[config.mk]
export PLATFORM = sky130hd
export DESIGN_NAME = sha256_block_compression_top
export DESIGN_NICKNAME = d
export VERILOG_FILES = /design/src/rtl/shabc_pkg.sv /design/src/rtl/shabc_sched.sv /design/src/rtl/shabc_round.sv /design/src/rtl/sha256_block_compression_top.sv
export SDC_FILE = /design/constraint.sdc
export NUM_CORES = 2
export LEC_CHECK = 0
export BUFFER_PORTS_ARGS = -buffer_cell sky130_fd_sc_hd__buf_2
export CORE_ASPECT_RATIO = 1.1
export CORE_UTILIZATION = 50
export CTS_CLUSTER_SIZE = 16
export DETAILED_ROUTE_END_ITERATION = 7
export PLACE_DENSITY = 0.65
export SYNTH_ARGS = -nofsm -noshare
export SYNTH_HDL_FRONTEND = slang
export SYNTH_HIERARCHICAL = 1
export SYNTH_SLANG_ARGS = --single-unit
[constraint.sdc]
create_clock -name i_clk -period 26.8 [get_ports i_clk]
set_input_delay 2.68 -clock i_clk [delete_from_list [all_inputs] [get_ports i_clk]]
set_output_delay 2.68 -clock i_clk [all_outputs]
set_load 0.01 [all_outputs]
[src/rtl/shabc_pkg.sv]
// ============================================================================
// shabc_pkg
// Shared types, constants and sigma functions of the SHA-256/224 block
// compression engine.
// ============================================================================
package shabc_pkg;

    localparam int WORD_W       = 32;
    localparam int BLOCK_WORDS  = 16;
    localparam int ROUNDS       = 64;
    localparam int DIGEST_WORDS = 8;
    localparam int WORDS_224    = 7;
    localparam int ROUND_W      = $clog2(ROUNDS);
    localparam int WCNT_W       = $clog2(BLOCK_WORDS);
    localparam int IDX_W        = $clog2(DIGEST_WORDS);

    // hash_mode codes
    localparam logic MODE_SHA256 = 1'b0;
    localparam logic MODE_SHA224 = 1'b1;

    typedef logic [WORD_W-1:0] t_word;
    typedef logic [DIGEST_WORDS-1:0][WORD_W-1:0] t_vars;

    typedef enum logic [2:0] {
        ST_IDLE,
        ST_LOAD,
        ST_ROUND,
        ST_ADD,
        ST_EMIT
    } t_state;

    // schedule window control
    typedef struct packed {
        logic shift_in;
        logic step;
    } t_sched_ctrl;

    // round unit control
    typedef struct packed {
        logic load;
        logic step;
    } t_rnd_ctrl;

    localparam t_word ROUND_K [ROUNDS] = '{
        32'h428a2f98, 32'h71374491, 32'hb5c0fbcf, 32'he9b5dba5,
        32'h3956c25b, 32'h59f111f1, 32'h923f82a4, 32'hab1c5ed5,
        32'hd807aa98, 32'h12835b01, 32'h243185be, 32'h550c7dc3,
        32'h72be5d74, 32'h80deb1fe, 32'h9bdc06a7, 32'hc19bf174,
        32'he49b69c1, 32'hefbe4786, 32'h0fc19dc6, 32'h240ca1cc,
        32'h2de92c6f, 32'h4a7484aa, 32'h5cb0a9dc, 32'h76f988da,
        32'h983e5152, 32'ha831c66d, 32'hb00327c8, 32'hbf597fc7,
        32'hc6e00bf3, 32'hd5a79147, 32'h06ca6351, 32'h14292967,
        32'h27b70a85, 32'h2e1b2138, 32'h4d2c6dfc, 32'h53380d13,
        32'h650a7354, 32'h766a0abb, 32'h81c2c92e, 32'h92722c85,
        32'ha2bfe8a1, 32'ha81a664b, 32'hc24b8b70, 32'hc76c51a3,
        32'hd192e819, 32'hd6990624, 32'hf40e3585, 32'h106aa070,
        32'h19a4c116, 32'h1e376c08, 32'h2748774c, 32'h34b0bcb5,
        32'h391c0cb3, 32'h4ed8aa4a, 32'h5b9cca4f, 32'h682e6ff3,
        32'h748f82ee, 32'h78a5636f, 32'h84c87814, 32'h8cc70208,
        32'h90befffa, 32'ha4506ceb, 32'hbef9a3f7, 32'hc67178f2
    };

    localparam t_word IV_256 [DIGEST_WORDS] = '{
        32'h6a09e667, 32'hbb67ae85, 32'h3c6ef372, 32'ha54ff53a,
        32'h510e527f, 32'h9b05688c, 32'h1f83d9ab, 32'h5be0cd19
    };

    localparam t_word IV_224 [DIGEST_WORDS] = '{
        32'hc1059ed8, 32'h367cd507, 32'h3070dd17, 32'hf70e5939,
        32'hffc00b31, 32'h68581511, 32'h64f98fa7, 32'hbefa4fa4
    };

    function automatic t_word rotr(input t_word x, input int n);
        return (x >> n) | (x << (WORD_W - n));
    endfunction

    function automatic t_word small_sig0(input t_word x);
        return rotr(x, 7) ^ rotr(x, 18) ^ (x >> 3);
    endfunction

    function automatic t_word small_sig1(input t_word x);
        return rotr(x, 17) ^ rotr(x, 19) ^ (x >> 10);
    endfunction

    function automatic t_word big_sig0(input t_word x);
        return rotr(x, 2) ^ rotr(x, 13) ^ rotr(x, 22);
    endfunction

    function automatic t_word big_sig1(input t_word x);
        return rotr(x, 6) ^ rotr(x, 11) ^ rotr(x, 25);
    endfunction

endpackage

[src/rtl/shabc_sched.sv]
// ============================================================================
// shabc_sched
// Sixteen-word message schedule window. Message words shift in during
// collection; during the rounds the window rolls one word per round and
// presents W[t] at its head.
// ============================================================================
module shabc_sched (
    input  logic                   i_clk,
    input  shabc_pkg::t_sched_ctrl i_ctrl,
    input  shabc_pkg::t_word       i_word,
    output shabc_pkg::t_word       o_w
);

    shabc_pkg::t_word r_win [shabc_pkg::BLOCK_WORDS];
    shabc_pkg::t_word n_expand;

    // next schedule word from the current window
    assign n_expand = shabc_pkg::small_sig1(r_win[14]) + r_win[9]
                    + shabc_pkg::small_sig0(r_win[1]) + r_win[0];

    // shift line: new words enter at the tail
    always_ff @(posedge i_clk) begin
        if (i_ctrl.shift_in || i_ctrl.step) begin
            for (int i = 0; i < shabc_pkg::BLOCK_WORDS - 1; i++) begin
                r_win[i] <= r_win[i + 1];
            end
            r_win[shabc_pkg::BLOCK_WORDS - 1] <= i_ctrl.shift_in ? i_word : n_expand;
        end
    end

    assign o_w = r_win[0];

endmodule

[src/rtl/shabc_round.sv]
// ============================================================================
// shabc_round
// Working variables a..h and the shared round datapath; one SHA-256 round
// per step.
// ============================================================================
module shabc_round (
    input  logic                 i_clk,
    input  logic                 i_rst_n,
    input  shabc_pkg::t_rnd_ctrl i_ctrl,
    input  shabc_pkg::t_vars     i_load_vars,
    input  shabc_pkg::t_word     i_w,
    input  shabc_pkg::t_word     i_k,
    output shabc_pkg::t_vars     o_vars
);

    shabc_pkg::t_vars r_vars;
    shabc_pkg::t_vars n_vars;
    shabc_pkg::t_word n_t1;
    shabc_pkg::t_word n_t2;
    shabc_pkg::t_word n_ch;
    shabc_pkg::t_word n_maj;

    // round function: index 0 is a, index 7 is h
    always_comb begin
        n_ch  = (r_vars[4] & r_vars[5]) ^ (~r_vars[4] & r_vars[6]);
        n_maj = (r_vars[0] & r_vars[1]) ^ (r_vars[0] & r_vars[2])
              ^ (r_vars[1] & r_vars[2]);
        n_t1  = r_vars[7] + shabc_pkg::big_sig1(r_vars[4]) + n_ch + i_k + i_w;
        n_t2  = shabc_pkg::big_sig0(r_vars[0]) + n_maj;

        n_vars = r_vars;
        if (i_ctrl.load) begin
            n_vars = i_load_vars;
        end else if (i_ctrl.step) begin
            n_vars[7] = r_vars[6];
            n_vars[6] = r_vars[5];
            n_vars[5] = r_vars[4];
            n_vars[4] = r_vars[3] + n_t1;
            n_vars[3] = r_vars[2];
            n_vars[2] = r_vars[1];
            n_vars[1] = r_vars[0];
            n_vars[0] = n_t1 + n_t2;
        end
    end

    always_ff @(posedge i_clk) begin
        if (!i_rst_n) begin
            r_vars <= '0;
        end else begin
            r_vars <= n_vars;
        end
    end

    assign o_vars = r_vars;

endmodule

[src/rtl/sha256_block_compression_top.sv]
// ============================================================================
// sha256_block_compression_top
// SHA-256/224 block compression: collects 16 message words, runs 64 rounds
// on one shared round unit, folds into the digest and streams the digest out.
// ============================================================================
// Sequence: 16 accepted words, then a load step, 64 rounds and an add step, then
//   8 (SHA-256) or 7 (SHA-224) digest words, one per cycle without stall.
// A new block is taken only after the previous digest has left; the single
//   round unit (one round per cycle) carries the whole compression phase.
// Input stall is high from the 16th word until the last digest word leaves.
// Reset (synchronous, active low) clears all state except the schedule window.
module sha256_block_compression_top (
    input  logic                       i_clk,
    input  logic                       i_rst_n,
    // configuration
    input  logic                       i_cfg_wr_en,
    input  logic                       i_cfg_wr_data,
    // message word channel
    input  logic                       i_in_valid,
    output logic                       o_in_stall,
    input  logic [31:0]                i_message_word,
    input  logic                       i_new_message,
    // digest word channel
    output logic                       o_out_valid,
    input  logic                       i_out_stall,
    output logic [31:0]                o_digest_word,
    output logic [2:0]                 o_word_index,
    output logic                       o_last_word
);

    shabc_pkg::t_state              r_state;
    shabc_pkg::t_state              n_state;
    logic                           r_mode;
    logic                           r_reload;
    logic [shabc_pkg::WCNT_W-1:0]   r_wcnt;
    logic [shabc_pkg::ROUND_W-1:0]  r_round;
    logic [shabc_pkg::IDX_W-1:0]    r_emit_idx;
    shabc_pkg::t_vars               r_digest;

    logic                           in_acc;
    logic                           out_acc;
    logic                           emit_last;
    shabc_pkg::t_sched_ctrl         sched_ctrl;
    shabc_pkg::t_rnd_ctrl           rnd_ctrl;
    shabc_pkg::t_vars               iv_vars;
    shabc_pkg::t_vars               load_vars;
    shabc_pkg::t_vars               work_vars;
    shabc_pkg::t_word               sched_w;

    assign in_acc  = i_in_valid && !o_in_stall;
    assign out_acc = o_out_valid && !i_out_stall;

    // final digest word depends on the current mode
    assign emit_last = (r_mode == shabc_pkg::MODE_SHA224)
                     ? (r_emit_idx == shabc_pkg::IDX_W'(shabc_pkg::WORDS_224 - 1))
                     : (r_emit_idx == shabc_pkg::IDX_W'(shabc_pkg::DIGEST_WORDS - 1));

    // initial value selected by mode
    always_comb begin
        for (int i = 0; i < shabc_pkg::DIGEST_WORDS; i++) begin
            iv_vars[i] = (r_mode == shabc_pkg::MODE_SHA224)
                       ? shabc_pkg::IV_224[i] : shabc_pkg::IV_256[i];
        end
    end

    assign load_vars = r_reload ? iv_vars : r_digest;

    // sequencer: next state and unit controls
    always_comb begin
        n_state             = r_state;
        o_in_stall          = 1'b1;
        o_out_valid         = 1'b0;
        sched_ctrl.shift_in = 1'b0;
        sched_ctrl.step     = 1'b0;
        rnd_ctrl.load       = 1'b0;
        rnd_ctrl.step       = 1'b0;
        unique case (r_state)
            shabc_pkg::ST_IDLE: begin
                o_in_stall          = 1'b0;
                sched_ctrl.shift_in = in_acc;
                if (in_acc && r_wcnt == shabc_pkg::WCNT_W'(shabc_pkg::BLOCK_WORDS - 1)) begin
                    n_state = shabc_pkg::ST_LOAD;
                end
            end
            shabc_pkg::ST_LOAD: begin
                rnd_ctrl.load = 1'b1;
                n_state       = shabc_pkg::ST_ROUND;
            end
            shabc_pkg::ST_ROUND: begin
                rnd_ctrl.step   = 1'b1;
                sched_ctrl.step = 1'b1;
                if (r_round == shabc_pkg::ROUND_W'(shabc_pkg::ROUNDS - 1)) begin
                    n_state = shabc_pkg::ST_ADD;
                end
            end
            shabc_pkg::ST_ADD: begin
                n_state = shabc_pkg::ST_EMIT;
            end
            shabc_pkg::ST_EMIT: begin
                o_out_valid = 1'b1;
                if (out_acc && emit_last) begin
                    n_state = shabc_pkg::ST_IDLE;
                end
            end
            default: begin
                n_state = shabc_pkg::ST_IDLE;
            end
        endcase
    end

    // state register
    always_ff @(posedge i_clk) begin
        if (!i_rst_n) begin
            r_state <= shabc_pkg::ST_IDLE;
        end else begin
            r_state <= n_state;
        end
    end

    // mode register, word/round/emit counters, reload flag
    always_ff @(posedge i_clk) begin
        if (!i_rst_n) begin
            r_mode     <= shabc_pkg::MODE_SHA256;
            r_reload   <= 1'b0;
            r_wcnt     <= '0;
            r_round    <= '0;
            r_emit_idx <= '0;
        end else begin
            if (i_cfg_wr_en) begin
                r_mode <= i_cfg_wr_data;
            end
            if (in_acc) begin
                r_wcnt <= r_wcnt + 1'b1;
                if (i_new_message) begin
                    r_reload <= 1'b1;
                end
            end
            if (r_state == shabc_pkg::ST_LOAD) begin
                r_reload <= 1'b0;
            end
            if (rnd_ctrl.step) begin
                r_round <= r_round + 1'b1;
            end
            if (out_acc) begin
                r_emit_idx <= emit_last ? '0 : r_emit_idx + 1'b1;
            end
        end
    end

    // running digest: IV or chained digest at load, feed-forward add after the rounds
    always_ff @(posedge i_clk) begin
        if (!i_rst_n) begin
            r_digest <= '0;
        end else if (r_state == shabc_pkg::ST_LOAD) begin
            r_digest <= load_vars;
        end else if (r_state == shabc_pkg::ST_ADD) begin
            for (int i = 0; i < shabc_pkg::DIGEST_WORDS; i++) begin
                r_digest[i] <= r_digest[i] + work_vars[i];
            end
        end
    end

    shabc_sched u_sched (
        .i_clk  (i_clk),
        .i_ctrl (sched_ctrl),
        .i_word (i_message_word),
        .o_w    (sched_w)
    );

    shabc_round u_round (
        .i_clk       (i_clk),
        .i_rst_n     (i_rst_n),
        .i_ctrl      (rnd_ctrl),
        .i_load_vars (load_vars),
        .i_w         (sched_w),
        .i_k         (shabc_pkg::ROUND_K[r_round]),
        .o_vars      (work_vars)
    );

    // output item straight from the digest; index only moves on accept
    assign o_digest_word = r_digest[r_emit_idx];
    assign o_word_index  = r_emit_idx;
    assign o_last_word   = emit_last;

endmodule

# Word-level counts from Yosys, hierarchy flattened
# Memories as Yosys holds them, arrays and structs flattened.
# Index checks and enable logic that the tools add are counted.
word_totals:
  register_bits: 530
  mem_bits_rw: 512
  mem_bits_ro: 2048
  inputBits: 39
  out_inout_bits: 38
  elab_cells: 130
  mem_count: 2
mem_list:
  columns: ["memory", "words", "width", "read_ports", "rd_ports_with_merged_regs", "wr", "line", "source"]
  rows:
  - ["(name not given)", 64, 32, 1, 0, 0, "sha256_block_compression_top.sv:176", ".i_k (shabc_pkg::ROUND_K[r_round]),"]
  - ["u_sched.r_win", 16, 32, 16, 0, 16, "shabc_sched.sv:14", "shabc_pkg::t_word r_win [shabc_pkg::BLOCK_WORDS];"]
op_classes:
  add_sub_neg: 21
  order_cmp: 2
  n_eq_ne: 11
  muxes: 31
  bitwise_logic: 29
  n_reduce_logical: 12
op_table:
  columns: ["operator", "n"]
  rows:
  - ["256-bit 2-to-1 mux", 5]
  - ["32-bit adder", 18]
  - ["32-bit 2-to-1 mux", 9]
  - ["32-bit bitwise XOR", 9]
  - ["32-bit bitwise AND", 5]
  - ["32-bit binary-select mux with 3-bit select", 1]
  - ["31-bit 2-to-1 mux", 2]
  - ["32-bit NOT", 1]
  - ["10-bit by 32-bit bitwise OR with 32-bit output", 1]
  - ["13-bit by 32-bit bitwise OR with 32-bit output", 1]
  - ["14-bit by 32-bit bitwise OR with 32-bit output", 1]
  - ["15-bit by 32-bit bitwise OR with 32-bit output", 1]
  - ["19-bit by 32-bit bitwise OR with 32-bit output", 1]
  - ["21-bit by 32-bit bitwise OR with 32-bit output", 1]
  - ["25-bit by 32-bit bitwise OR with 32-bit output", 1]
  - ["26-bit by 32-bit bitwise OR with 32-bit output", 1]
  - ["30-bit by 32-bit bitwise OR with 32-bit output", 1]
  - ["7-bit by 32-bit bitwise OR with 32-bit output", 1]
  - ["32-bit by 22-bit bitwise XOR with 32-bit output", 1]
  - ["32-bit by 29-bit bitwise XOR with 32-bit output", 1]
  - ["28-bit 2-to-1 mux", 1]
  - ["3-bit one-hot mux with 5 select lines", 1]
  - ["3-bit 2-to-1 mux", 4]
  - ["3-bit == test, second input constant", 3]
  - ["other kinds (22)", 35]

# Longest topological paths before layout
logic_depth:
  ltp_word: 10
  ltp_mapped: 40
  mapped_depth_nobuf: 37

# Hierarchy
# Netlist, hierarchy kept.
by_module_without_submodules:
  columns: ["module", "n_inst", "cells_per_inst", "area_per_inst_um2", "seq_area_each_um2"]
  rows:
  - ["sha256_block_compression_top", 1, 3891, 29104.2, 5485.3]
  - ["shabc_round", 1, 2691, 21415.5, 5124.9]
  - ["shabc_sched", 1, 1125, 20208.1, 15374.7]

# Worst setup path before layout
# Ideal clock, no wire load.
synth_timing:
  kind: "input to register"
  start: "input i_in_valid"
  end: "memory u_sched/r_win[0][0] in the netlist's numbering (enable)"
  setup_ns: 0.666
  arrival_time_ns: 10.139
  t_required_ns: 26.134
  slack_ns: 15.994
  path_stages: 4
  n_path_buf: 2
  cell_sequence: "nor4b_1 -> clkbuf_1 -> clkbuf_1 -> or2_2"
synth_rtl:
  columns: ["element", "line", "source"]
  rows:
  - ["start: declaration", "sha256_block_compression_top.sv:19", "input logic i_in_valid,"]
  - ["end: declaration", "shabc_sched.sv:14", null]

# Final worst setup path
layout_timing:
  start: "register r_round[0] in the netlist's numbering"
  end: "register u_round.r_vars, in the netlist u_round/o_vars[30]"
layout_between:
  elab_chain_cells: 9
layout_lines:
  columns: ["element", "line", "source"]
  rows:
  - ["start: declaration", "sha256_block_compression_top.sv:36", "logic [shabc_pkg::ROUND_W-1:0] r_round;"]
  - ["start signal: assignment", "sha256_block_compression_top.sv:142", "r_round <= r_round + 1'b1;"]
  - ["6-bit NOT with 7-bit output (implied by the code)", "sha256_block_compression_top.sv:176", null]
  - ["memory read 64 x 32 bit", null, null]
  - ["32-bit 2-to-1 mux (implied by the code) (2 in series)", "sha256_block_compression_top.sv:176", null]
  - ["32-bit adder (2 in series)", "shabc_round.sv:28", "n_t1 = r_vars[7] + shabc_pkg::big_sig1(r_vars[4]) + n_ch + i_k + i_w;"]
  - ["32-bit adder", "shabc_round.sv:42", "n_vars[0] = n_t1 + n_t2;"]
  - ["256-bit 2-to-1 mux", "shabc_round.sv:34", "end else if (i_ctrl.step) begin"]
  - ["256-bit 2-to-1 mux", "shabc_round.sv:32", "if (i_ctrl.load) begin"]
  - ["end signal: assignment", "shabc_round.sv:50", "r_vars <= n_vars;"]
  - ["end: declaration", "shabc_round.sv:16", "shabc_pkg::t_vars r_vars;"]
# No other way between the ends. The select of a mux whose other input is x is not followed.
# A chain may end at the register's enable or synchronous reset.

==> results_dict.tcl <==
set metrics [dict create \
    grt_usage_pct 33.3 \
    clockRootBuffer "clkbuf_16" \
    maxSlewHeadroom_pct 25.4 \
    synth-edff-count 512 \
    cp-endpoint "u_round/o_vars[30]" \
    synthFlopType "dfxtp_1" \
    clock_latency_ps 790 \
    final_max_slew_viol_count 0 \
    finalHoldViolations 0 \
    setup_tns_ps 0 \
    async_flop_share_pct 0 \
    synth_top_area_share_pct 21.7 \
    io_pins 77 \
    drv_cap 0 \
    skew_ps 75.1 \
    synth_area_leaders "edfxtp_1 (22%), dfxtp_1 (15%), ha_1 (6.9%)" \
    clk_pin_slew_ps 60 \
    tightestPinTransition_ps 1120 \
    yosys.area_share.simple_pct 11.6 \
    pwr-share-clk_pct 33.8 \
    synth_common_cells "a21oi_1 (793), nor2_1 (731), o21ai_0 (617)" \
    avgRoutedWirePerCell_microns 25.7 \
    ff2ff_path_depth 37 \
    start_util_pct 50.5 \
    power_leakage_nw 31.6 \
    ir_drop_mv 0.111 \
    yosys.area.top_type "edfxtp_1" \
    grt_pass1_wl_microns 358000 \
    rsz0062_at_grt "no" \
    hpwl_microns 174000 \
    fp-row-count 144 \
    antenna_found_initial 5 \
    period_share_pct 36.9 \
    grt_max_degree 170 \
    post-cts-setup-buffer-count 0 \
    post-place-ws_ps 17080 \
    worst-path-buf-inv 7 \
    worstPathRequired_ps 27360 \
    cts_buffer_depth 3 \
    dpl_cell_area_sq_mm 0.0722 \
    synth.area.mux_share_pct 6.63 \
    grt_pass1_vias 55900 \
    ys_ff_latch 1042 \
    crit_start "r_round[0]" \
    syn-cell-area_sq_mm 0.0707 \
    r2r_setup_slack_ps 16920 \
    synth_top_family_by_area "compound AO/OA/AOI/OAI gates" \
    clock.fmax_mhz 101 \
    power.density_mw_per_mm2 66.0 \
    intPower_w 0.00337 \
    crit_path_end_kind "flop" \
    clock-sinks 1042 \
    cp_slowest_cell "a221oi_1" \
    die_area_sq_mm 0.143 \
    p_total_w 0.00503 \
    die_y_microns 396 \
    cts_resized 0 \
    p_comb_share_pct 28.6 \
    drt_wl_total_microns 242000 \
    start_kind "flop" \
    drive_above_1_share_pct 8.45 \
    synth_compound_area_share_pct 19.6 \
    r2r_end "u_round/o_vars[30]" \
    dr_total_vias 58300 \
    gp_congestion 0.995 \
    cts-htree-levels 3 \
    numCtsBuffers 114 \
    ctsHoldBuffers 0 \
    cp.arrival_ps 10440 \
    synthAdderAreaFrac_pct 12.5 \
    hold_path_class "flop to flop" \
    fp.coreArea_sq_mm 0.140 \
    avgSynthCellArea_sq_um 9.18 \
    cp.depth 37 \
    first_pass_iters 8 \
    hold_depth 0 \
    syn_nets 8332 \
    power_switching_w 0.00166 \
    syn_inst 7707 \
    fillerInstances 12600 \
    fp.dieW_microns 361 \
    cts_tree "yes" \
    switching_share_pct 33.0 \
    drc 0 \
    seqCellArea_sq_mm 0.0260 \
    fin_area_sq_mm 0.0762 \
    drt_iter0_drc 5198 \
    finalSetupViolCount 0 \
    critPathMaxFanout 31 \
    synth_most_common_cell "a21oi_1" \
    path_delay_family "compound AO/OA/AOI/OAI gates" \
    outcome "completed" \
    dp.cells 9194 \
    final_antenna_net_count 0 \
    synth-xor-area-share_pct 7.05 \
    multiInputGateArea_sq_mm 0.0406 \
    area_growth_pct 7.79 \
    fin_cells 9413 \
    setup_ws_ps 16920 \
    fin_crit_ps 9880 \
    viasPerCell 6.19 \
    nets 8110 \
    port_buffers 76 \
    synth_cell_types 108 \
    pwr-share-seq_pct 37.5 \
    ys_seq_area_share_pct 36.7 \
    max_stage_delay_ps 610 \
    worst-setup-path-type "flop to flop" \
    yosysWarnings 6 \
    r2r_start "r_round[0]" \
    overflow 0 \
]
==> flip-flops by register name (all words and copies together), names as in the netlist <==
name / count
r_round: 6
o_word_index: 3
r_state: 3
r_wcnt: 4
u_sched/r_win: 512
r_digest: 256
u_round/o_vars: 256
r_mode: 1
r_reload: 1
==> how the worst min path moves through the flow <==
stage,from,end,slack [ps]
final,u_sched/r_win[1][143],u_sched/r_win[1][111],390
after global routing,u_sched/r_win[0][202],u_sched/r_win[0][170],400
after CTS,u_sched/r_win[0][188],u_sched/r_win[0][156],390
after detailed placement,u_sched/r_win[0][141],u_sched/r_win[0][109],400
after global placement,u_sched/r_win[1][92],u_sched/r_win[1][60],400
after floorplan,u_sched/r_win[0][132],u_sched/r_win[0][100],400
==> power by group through the flow <==
stage / Sequential, W / Combinational (W) / Clock, W
global placement: 0.00192 / 0.00139 / 0
finish: 0.00189 / 0.00144 / 0.00170
CTS: 0.00189 / 0.00142 / 0.00173
global route: 0.00189 / 0.00160 / 0.00179
floorplan: 0.00189 / 0.00106 / 0
detailed placement: 0.00192 / 0.00140 / 0
==> logic make-up after synthesis <==
| group | after synthesis |
|---|---|
| compound gates | 2271 |
| xor+xnor | 568 |
| fa+ha+maj | 589 |
| buf+inv | 1078 |
| flops | 1042 |
| mux | 372 |
| simple gates | 1787 |
==> worst reg2reg max path: cells and delay by family, from the launching register on <==
| family | cells | cell delay, ps |
|---|---|---|
| AO/OA/AOI/OAI | 17 | 4020 |
| adder cells (fa/ha/maj) | 8 | 3170 |
| buffers and inverters | 7 | 1370 |
| AND/OR/NAND/NOR | 3 | 490 |
| XOR/XNOR | 2 | 340 |
| flip-flops | 1 | 310 |
==> stage by stage <==
stage	util (%)	hold WS [ps]
floorplan	-	400
global placement	51.5	400
detailed placement	51.5	405
CTS	54.4	391
global route	54.4	396
finish	54.4	392
==> per-layer routing <==
metal / part of all wire (%) / GRT usage, % / wire length [microns] / vias to the layer above
met3: 6.6 / 3.68 / 15900 / 633
li1: - / - / - / 26800
met4: 6.7 / 20.4 / 16300 / 2
met1: 39 / 41.2 / 95300 / 28300
met5: 0.0029 / 0 / 7 / -
met2: 47 / 55.7 / 115000 / 2546
==> placed cells by master (no fill, tap or decap), drive strengths merged, types with 230 or more instances in the layout <==
master / instances
a21oi: 794
nor2: 731
o21ai: 628
inv: 583
dfxtp: 530
edfxtp: 512
nand2: 437
ha: 391
xnor2: 351
mux2i: 230
==> area by class of cell <==
cell class                      instances  area share, %
Multi-Input combinational cell       5587           53.3
Sequential cell                      1042           34.1
Clock buffer                          143           4.03
Tap cell                             1825           3.00
Inverter                              578           2.87
Timing Repair Buffer                  162           1.42
Clock inverter                         73           1.30
Antenna cell                            3        0.00985
Note: power is estimated with default switching activity, not from simulation.
